<file path="config.mk">
export PLATFORM = sky130hd
export DESIGN_NAME = http3_frame_deframer_top
export DESIGN_NICKNAME = d
export VERILOG_FILES = /design/src/rtl/hfd_pkg.sv /design/src/rtl/http3_frame_deframer_top.sv /design/src/rtl/hfd_core.sv /design/src/rtl/hfd_skid.sv
export SDC_FILE = /design/constraint.sdc
export NUM_CORES = 1
export LEC_CHECK = 0
export ABC_CLOCK_PERIOD_IN_PS = 9100
export BUFFER_PORTS_ARGS = -buffer_cell sky130_fd_sc_hd__clkbuf_2
export CORE_ASPECT_RATIO = 1.1
export CORE_MARGIN = 3
export CORE_UTILIZATION = 43
export DETAILED_ROUTE_END_ITERATION = 10
export SLEW_MARGIN = 5
export SYNTH_ARGS = -nofsm -noshare
export SYNTH_HDL_FRONTEND = slang
export SYNTH_SLANG_ARGS = --single-unit
</file>
<file path="constraint.sdc">
create_clock -name clk -period 9.1 [get_ports clk]
set_input_delay 0.91 -clock clk [delete_from_list [all_inputs] [get_ports clk]]
set_output_delay 0.91 -clock clk [all_outputs]
set_load 0.01 [all_outputs]
</file>
<file path="src/rtl/hfd_pkg.sv">
// Shared types and constants for the HTTP/3 frame deframer.
package hfd_pkg;

  // Width of the saturating consumed-byte counter.
  localparam int OFFSET_W   = 16;
  localparam int VARINT_W   = 62;
  localparam int CFG_ADDR_W = 3;
  localparam int CFG_DATA_W = 32;
  localparam int LIMIT_W    = 16;

  // Register index decoded from paddr[2].
  localparam logic REG_BUFFER_LIMIT = 1'b0;
  localparam logic [LIMIT_W-1:0] LIMIT_RESET = 16'd4096;

  typedef enum logic [1:0] {
    PH_TYPE = 2'd0,
    PH_LEN  = 2'd1,
    PH_PAY  = 2'd2
  } phase_t;

  localparam logic [1:0] CLS_HEADERS = 2'd0;
  localparam logic [1:0] CLS_DATA    = 2'd1;
  localparam logic [1:0] CLS_OTHER   = 2'd2;

  localparam logic [1:0] ST_OK        = 2'd0;
  localparam logic [1:0] ST_TRUNCATED = 2'd1;
  localparam logic [1:0] ST_LIMIT     = 2'd2;

  typedef struct packed {
    logic [7:0] in_byte;
    logic       end_of_message;
  } in_item_t;

  typedef struct packed {
    logic        payload_valid;
    logic [7:0]  payload_byte;
    logic        frame_kind;
    logic        frame_first;
    logic        frame_last;
    logic        done_res;
    logic [1:0]  status;
    logic [15:0] consumed_length;
  } out_item_t;

endpackage

</file>
<file path="src/rtl/http3_frame_deframer_top.sv">
// Top level of the HTTP/3 frame deframer: ports, configuration register, parser and output stage.
// The block takes one byte of an HTTP/3 message per cycle on the in_ channel and
// returns at most one item per byte on the out_ channel: an item whenever a HEADERS
// or DATA payload byte passes through, and an item on the end-of-message byte that
// carries the status (ok, truncated, limit exceeded) and the consumed byte count.
// Every byte is handled combinationally by the parser between its state
// registers and a two-deep output stage, so one byte is accepted each cycle for as
// long as the output side keeps taking items; in_ready falls only when both output
// slots are full. Items are registered in the output register or skid slot.
// buffer_limit sits at byte address 0 of the APB port (reset 4096); write it
// only while no message is in flight.
module http3_frame_deframer_top (
  input  logic                            clk,
  input  logic                            rst_n,
  // byte stream
  input  logic                            in_valid,
  output logic                            in_ready,
  input  hfd_pkg::in_item_t               in_data,
  // result items
  output logic                            out_valid,
  input  logic                            out_ready,
  output hfd_pkg::out_item_t              out_data,
  // APB configuration
  input  logic                            psel,
  input  logic                            penable,
  input  logic                            pwrite,
  input  logic [hfd_pkg::CFG_ADDR_W-1:0]  paddr,
  input  logic [hfd_pkg::CFG_DATA_W-1:0]  pwdata,
  output logic [hfd_pkg::CFG_DATA_W-1:0]  prdata,
  output logic                            pready
);
  import hfd_pkg::*;

  logic [LIMIT_W-1:0] limit_r;
  logic               accept;
  logic               res_valid;
  out_item_t          res;
  logic               cfg_write;

  assign pready    = 1'b1;
  assign cfg_write = psel && penable && pwrite && (paddr[2] == REG_BUFFER_LIMIT);
  assign prdata    = (paddr[2] == REG_BUFFER_LIMIT) ? CFG_DATA_W'(limit_r) : '0;

  // Hold the limit until software writes a new one.
  always_ff @(posedge clk) begin
    if (!rst_n) begin
      limit_r <= LIMIT_RESET;
    end else if (cfg_write) begin
      limit_r <= pwdata[LIMIT_W-1:0];
    end
  end

  assign accept = in_valid && in_ready;

  hfd_core u_core (
    .clk          (clk),
    .rst_n        (rst_n),
    .item_valid   (accept),
    .item         (in_data),
    .buffer_limit (limit_r),
    .res_valid    (res_valid),
    .res          (res)
  );

  // Result register plus skid slot: advance the byte stream while an item waits.
  hfd_skid u_skid (
    .clk       (clk),
    .rst_n     (rst_n),
    .push      (res_valid),
    .push_data (res),
    .ready     (in_ready),
    .out_valid (out_valid),
    .out_ready (out_ready),
    .out_data  (out_data)
  );

`ifndef NO_ASSERTIONS
  // A full skid slot always sits behind a full output register.
  a_skid_order: assert property (@(posedge clk) disable iff (!rst_n)
    !in_ready |-> out_valid) else $error("skid slot full with output register empty");

  // Every item carries a payload byte or the end-of-message report.
  a_no_empty_item: assert property (@(posedge clk) disable iff (!rst_n)
    out_valid |-> (out_data.payload_valid || out_data.done_res))
    else $error("empty result item");

  // Status only on the end-of-message item.
  a_status_done: assert property (@(posedge clk) disable iff (!rst_n)
    (out_valid && out_data.status != ST_OK) |-> out_data.done_res)
    else $error("status without done");

  // A register write lands in the limit on the next edge.
  a_cfg_write: assert property (@(posedge clk) disable iff (!rst_n)
    cfg_write |=> (limit_r == $past(pwdata[LIMIT_W-1:0])))
    else $error("buffer_limit write lost");
`endif

endmodule

</file>
<file path="src/rtl/hfd_core.sv">
// Frame parser: varint decode, payload pass-through and limit check per byte.
module hfd_core (
  input  logic                          clk,
  input  logic                          rst_n,
  input  logic                          item_valid,
  input  hfd_pkg::in_item_t             item,
  input  logic [hfd_pkg::LIMIT_W-1:0]   buffer_limit,
  output logic                          res_valid,
  output hfd_pkg::out_item_t            res
);
  import hfd_pkg::*;

  phase_t                phase_r, phase_nxt;
  logic [2:0]            vleft_r, vleft_nxt;
  logic [VARINT_W-1:0]   acc_r, acc_nxt;
  logic [1:0]            class_r, class_nxt;
  logic [VARINT_W-1:0]   remain_r, remain_nxt;
  logic [OFFSET_W-1:0]   offset_r, offset_nxt;
  logic [1:0]            err_r, err_nxt;
  logic                  first_r, first_nxt;

  logic [VARINT_W-1:0]   acc_take;
  logic [2:0]            left_take;
  logic                  vdone;
  logic                  over_limit;
  logic [32:0]           offset_wide;

  function automatic logic [2:0] prefix_left(input logic [1:0] prefix);
    logic [2:0] n;
    case (prefix)
      2'd0:    n = 3'd0;
      2'd1:    n = 3'd1;
      2'd2:    n = 3'd3;
      default: n = 3'd7;
    endcase
    return n;
  endfunction

  // Varint step: a fresh varint takes the length prefix, else shift in a byte.
  always_comb begin
    if (vleft_r == 3'd0) begin
      acc_take  = VARINT_W'(item.in_byte[5:0]);
      left_take = prefix_left(item.in_byte[7:6]);
    end else begin
      acc_take  = {acc_r[VARINT_W-9:0], item.in_byte};
      left_take = vleft_r - 3'd1;
    end
    vdone = (left_take == 3'd0);
  end

  always_comb begin
    phase_nxt  = phase_r;
    vleft_nxt  = vleft_r;
    acc_nxt    = acc_r;
    class_nxt  = class_r;
    remain_nxt = remain_r;
    offset_nxt = offset_r;
    err_nxt    = err_r;
    first_nxt  = first_r;
    res        = '0;
    res_valid  = 1'b0;
    over_limit = 1'b0;
    offset_wide = '0;

    if (item_valid) begin
      if (err_r == ST_OK) begin
        if (offset_r != {OFFSET_W{1'b1}}) offset_nxt = offset_r + OFFSET_W'(1);
        over_limit = 33'(offset_nxt) >= 33'(buffer_limit);
        case (phase_r)
          PH_PAY: begin
            if (class_r != CLS_OTHER) begin
              res.payload_valid = 1'b1;
              res.payload_byte  = item.in_byte;
              res.frame_kind    = (class_r == CLS_DATA);
              res.frame_first   = first_r;
              res.frame_last    = (remain_r == VARINT_W'(1));
            end
            first_nxt  = 1'b0;
            remain_nxt = remain_r - VARINT_W'(1);
            if (remain_r == VARINT_W'(1)) phase_nxt = PH_TYPE;
          end
          PH_LEN: begin
            acc_nxt   = acc_take;
            vleft_nxt = left_take;
            if (vdone) begin
              if (over_limit) begin
                err_nxt = ST_LIMIT;
              end else begin
                remain_nxt = acc_take;
                if (acc_take == '0) begin
                  phase_nxt = PH_TYPE;
                end else begin
                  phase_nxt = PH_PAY;
                  first_nxt = 1'b1;
                end
              end
            end
          end
          default: begin
            phase_nxt = PH_TYPE;
            acc_nxt   = acc_take;
            vleft_nxt = left_take;
            if (vdone) begin
              if (acc_take == VARINT_W'(1))  class_nxt = CLS_HEADERS;
              else if (acc_take == '0)       class_nxt = CLS_DATA;
              else                           class_nxt = CLS_OTHER;
              phase_nxt = PH_LEN;
            end
          end
        endcase
      end

      if (item.end_of_message) begin
        res.done_res = 1'b1;
        res.status   = err_nxt;
        if (err_nxt == ST_OK) begin
          if (phase_nxt != PH_TYPE || vleft_nxt != 3'd0)
            res.status = ST_TRUNCATED;
          else if (33'(offset_nxt) >= 33'(buffer_limit))
            res.status = ST_LIMIT;
        end
        offset_wide = 33'(offset_nxt);
        res.consumed_length = (offset_wide > 33'h0FFFF) ? 16'hFFFF : offset_wide[15:0];
        // Drop all parse state, ready for the next message.
        phase_nxt  = PH_TYPE;
        vleft_nxt  = '0;
        acc_nxt    = '0;
        class_nxt  = '0;
        remain_nxt = '0;
        offset_nxt = '0;
        err_nxt    = ST_OK;
        first_nxt  = 1'b0;
      end
      res_valid = res.payload_valid | item.end_of_message;
    end
  end

  always_ff @(posedge clk) begin
    if (!rst_n) begin
      phase_r  <= PH_TYPE;
      vleft_r  <= '0;
      acc_r    <= '0;
      class_r  <= '0;
      remain_r <= '0;
      offset_r <= '0;
      err_r    <= ST_OK;
      first_r  <= 1'b0;
    end else begin
      phase_r  <= phase_nxt;
      vleft_r  <= vleft_nxt;
      acc_r    <= acc_nxt;
      class_r  <= class_nxt;
      remain_r <= remain_nxt;
      offset_r <= offset_nxt;
      err_r    <= err_nxt;
      first_r  <= first_nxt;
    end
  end

endmodule

</file>
<file path="src/rtl/hfd_skid.sv">
// Output register with a skid stage so the input side never waits on out_ready directly.
module hfd_skid (
  input  logic               clk,
  input  logic               rst_n,
  input  logic               push,
  input  hfd_pkg::out_item_t push_data,
  output logic               ready,
  output logic               out_valid,
  input  logic               out_ready,
  output hfd_pkg::out_item_t out_data
);
  import hfd_pkg::*;

  logic      out_v_r, skid_v_r;
  out_item_t out_d_r, skid_d_r;

  assign ready     = !skid_v_r;
  assign out_valid = out_v_r;
  assign out_data  = out_d_r;

  always_ff @(posedge clk) begin
    if (!rst_n) begin
      out_v_r  <= 1'b0;
      skid_v_r <= 1'b0;
    end else if (out_v_r && !out_ready) begin
      if (push) skid_v_r <= 1'b1;
    end else if (skid_v_r) begin
      out_v_r  <= 1'b1;
      skid_v_r <= 1'b0;
    end else begin
      out_v_r <= push;
    end
  end

  always_ff @(posedge clk) begin
    if (out_v_r && !out_ready) begin
      if (push && !skid_v_r) skid_d_r <= push_data;
    end else if (skid_v_r) begin
      out_d_r <= skid_d_r;
    end else if (push) begin
      out_d_r <= push_data;
    end
  end

endmodule
</file>
==> results.py <==
metrics = {
    "clock_network": {
        "cts_max_level": 1,
        "clkTransAtPathRegs_ns": 0.07,
        "numClockSinks": 222,
        "cts_setup_buffers": 0,
        "cts_tree": "done",
        "cts_resized": 0,
        "hold_buffers": 0,
        "cts_root_buffer": "clkbuf_16",
        "clock_latency_ns": 0.54,
        "cts_made_buffers": 25,
        "cts_buffer_depth": 3,
    },
    "power_and_ir_drop": {
        "pwr_density_cell_nw_per_um2": 196,
        "ir_drop_uv": 115,
        "leakage_uw": 0.00524,
    },
    "placement": {
        "portBuffers": 81,
        "dpl.hpwl_mm": 23.5,
        "place_inst": 1760,
        "placed_cell_area_sq_um": 12800,
        "gp_congestion": 0.855,
    },
    "flow_run": {
        "cap_violations": 0,
    },
    "yosys": {
        "ys_seq_elements": 222,
        "synth_edf_count": 62,
        "ys_types": 84,
        "avgSynthCellArea_sq_um": 8.76,
        "yosysWarnings": 0,
        "async_reset_ff_frac": 0,
        "syn_area_sq_um": 12300,
        "synth_cells": 1402,
        "synth_flop_cell": "dfxtp_1",
        "ys_seq_area_frac": 0.413,
    },
    "setup_path": {
        "crit_fanout": 13,
        "crit_type": "flop to flop",
        "crit_required_ns": 9.50,
        "critPathArrivalTime_ns": 5.88,
        "end_kind": "flop",
        "crit_path_start_kind": "flop",
    },
    "layout": {
        "n_antenna_cell": 0,
        "final_common_cell": "dfxtp_1",
        "final_cell_mix": "dfxtp_1 (160), nand2_1 (125), nor2_1 (87), clkbuf_2 (80), a21oi_1 (79)",
        "area_growth_syn_to_layout_pct": 11.3,
        "drive_gt1_frac": 0.127,
        "final_cells": 1806,
        "final_nets": 1514,
        "final_area_sq_um": 13700,
    },
    "grt": {
        "grt_max_degree": 101,
        "antenna_found_initial": 0,
        "grt.total_usage": 0.224,
        "grt_overflow": 0,
        "grt_pass1_wl_mm": 56.4,
        "first_global_vias": 10100,
    },
    "route": {
        "drt_first_pass_iters": 7,
        "drt-total-wl_mm": 35.3,
        "wire_per_inst_um": 19.6,
        "ant_nets": 0,
        "vias": 10700,
        "drt_iter0_markers": 877,
        "drc_errors": 0,
        "vias_per_cell": 5.91,
    },
    "floorplan": {
        "die_y_um": 183,
        "dieArea_sq_um": 30600,
        "die_w_um": 167,
        "rows": 64,
        "coreArea_sq_um": 27900,
        "io_pins": 117,
        "start_util": 0.439,
    },
    "sta": {
        "final.setup.tns_ns": 0,
        "rsz0062_at_grt": "no",
        "finalHoldViolations": 0,
        "period_share": 0.603,
        "slew_headroom": 0.234,
        "skew_ns": 0.0142,
        "clock.fmax_mhz": 182,
        "tightest_slew_ns": 1.14,
        "finalMaxSlewViolations": 0,
        "setup_viol": 0,
        "period_needed_ns": 5.49,
    },
    "min_path": {
        "hp-class": "flop to flop",
    },
    "status": {
        "status": "finished, final reports clean",
    },
}
-- cell type report --
class                           count  area, sq um
Fill cell                        2703        14300
Multi-Input combinational cell   1034         6610
Sequential cell                   222         5060
Clock buffer                       31          668
Timing Repair Buffer               94          505
Tap cell                          363          454
Clock inverter                     15          191
Inverter                           47          176
-- sequential cells by signal, summed over array words and instances (netlist names), 3 cells and up --
name and cells:
u_core.acc_r 54, u_core.offset_r 16, limit_r 16, u_skid.skid_d_r 31, u_skid.out_data 31, u_core.remain_r 62
u_core.vleft_r 3
-- per-layer routing --
metal  track usage  vias to the layer above  wire length [um]
met5             0                        -                 0
met4        0.0601                        0               799
met3        0.0235                       54              1960
met2         0.374                      313             16600
met1         0.311                     5144             16000
li1              -                     5161                 -
-- Yosys cell counts, drive strengths merged, types with 7 or more instances --
master / n / share of area
o21ai: 73 / 0.030
nor2: 87 / 0.027
nor3b: 8 / 0.0058
nor4: 30 / 0.018
buf: 36 / 0.018
a21oi: 79 / 0.032
or3: 13 / 0.0066
nor2b: 73 / 0.037
o22ai: 8 / 0.0041
xnor2: 30 / 0.021
o41ai: 7 / 0.0050
and2: 31 / 0.016
ha: 39 / 0.040
a21boi: 33 / 0.020
o211ai: 8 / 0.0049
inv: 46 / 0.014
nand3: 30 / 0.012
a22o: 8 / 0.0059
o2bb2ai: 9 / 0.0064
nand4: 24 / 0.014
o21a: 8 / 0.0049
o31ai: 16 / 0.0098
nor3: 51 / 0.025
a21o: 29 / 0.018
nand2b: 12 / 0.0061
a31oi: 18 / 0.0097
clkbuf: 78 / 0.024
and3: 15 / 0.0077
dfxtp: 160 / 0.26
nand2: 125 / 0.038
a22oi: 71 / 0.043
edfxtp: 62 / 0.15
-- metrics by stage --
| stage | util | hold WS (ns) | total power, uW | setup slack [ns] |
|---|---|---|---|---|
| after floorplan | - | 0.429 | 1480 | 4.92 |
| after global placement | 0.458 | 0.442 | 1600 | 3.83 |
| after detailed placement | 0.458 | 0.444 | 1610 | 3.84 |
| after CTS | 0.489 | 0.453 | 2690 | 3.78 |
| after global routing | 0.489 | 0.479 | 2790 | 3.45 |
| final | 0.489 | 0.461 | 2670 | 3.61 |
-- logic make-up (layout without fill, tap and decap cells) --
group,count (synthesis),after routing,synth area share
buf+inv,161,187,0.0565
fa+ha+maj,39,39,0.0398
flops,222,222,0.413
simple gates,524,524,0.230
xor+xnor,34,34,0.0243
other cells,2,17,0.000612
compound gates,414,414,0.231
mux,6,6,0.00530
-- worst paths after layout --
path	slack, ns	startpoint	depth (start not counted)	end
max	3.61	u_core.offset_r[0]$_SDFFE_PN0P_	13	u_core.remain_r[23]$_SDFFE_PN0P_
min	0.46	u_core.remain_r[21]$_SDFFE_PN0P_	2	u_core.remain_r[21]$_SDFFE_PN0P_
max reg2reg	3.61	u_core.offset_r[0]$_SDFFE_PN0P_	13	u_core.remain_r[23]$_SDFFE_PN0P_
min reg2reg	0.46	u_core.remain_r[21]$_SDFFE_PN0P_	2	u_core.remain_r[21]$_SDFFE_PN0P_
-- report_power, final --
part           switching, uW  internal [uW]  total (uW)
Clock                    437            638        1070
Combinational            337            190         527
Sequential              28.8           1040        1070
Total                    803           1870        2670
-- critical path, cell delays in order (launching register included) --
cell,delay (ns)
dfxtp_1,0.46
ha_1,0.25
and3_1,0.26
and4_1,0.35
nand3_1,0.47
xnor2_1,0.33
ha_1,0.26
nand2b_1,0.15
a2111oi_0,0.74
nor4_1,0.21
o41a_4,0.56
o21ai_1,0.86
o21ai_0,0.25
o2bb2ai_1,0.20
Power figures use the tool's default switching activity.
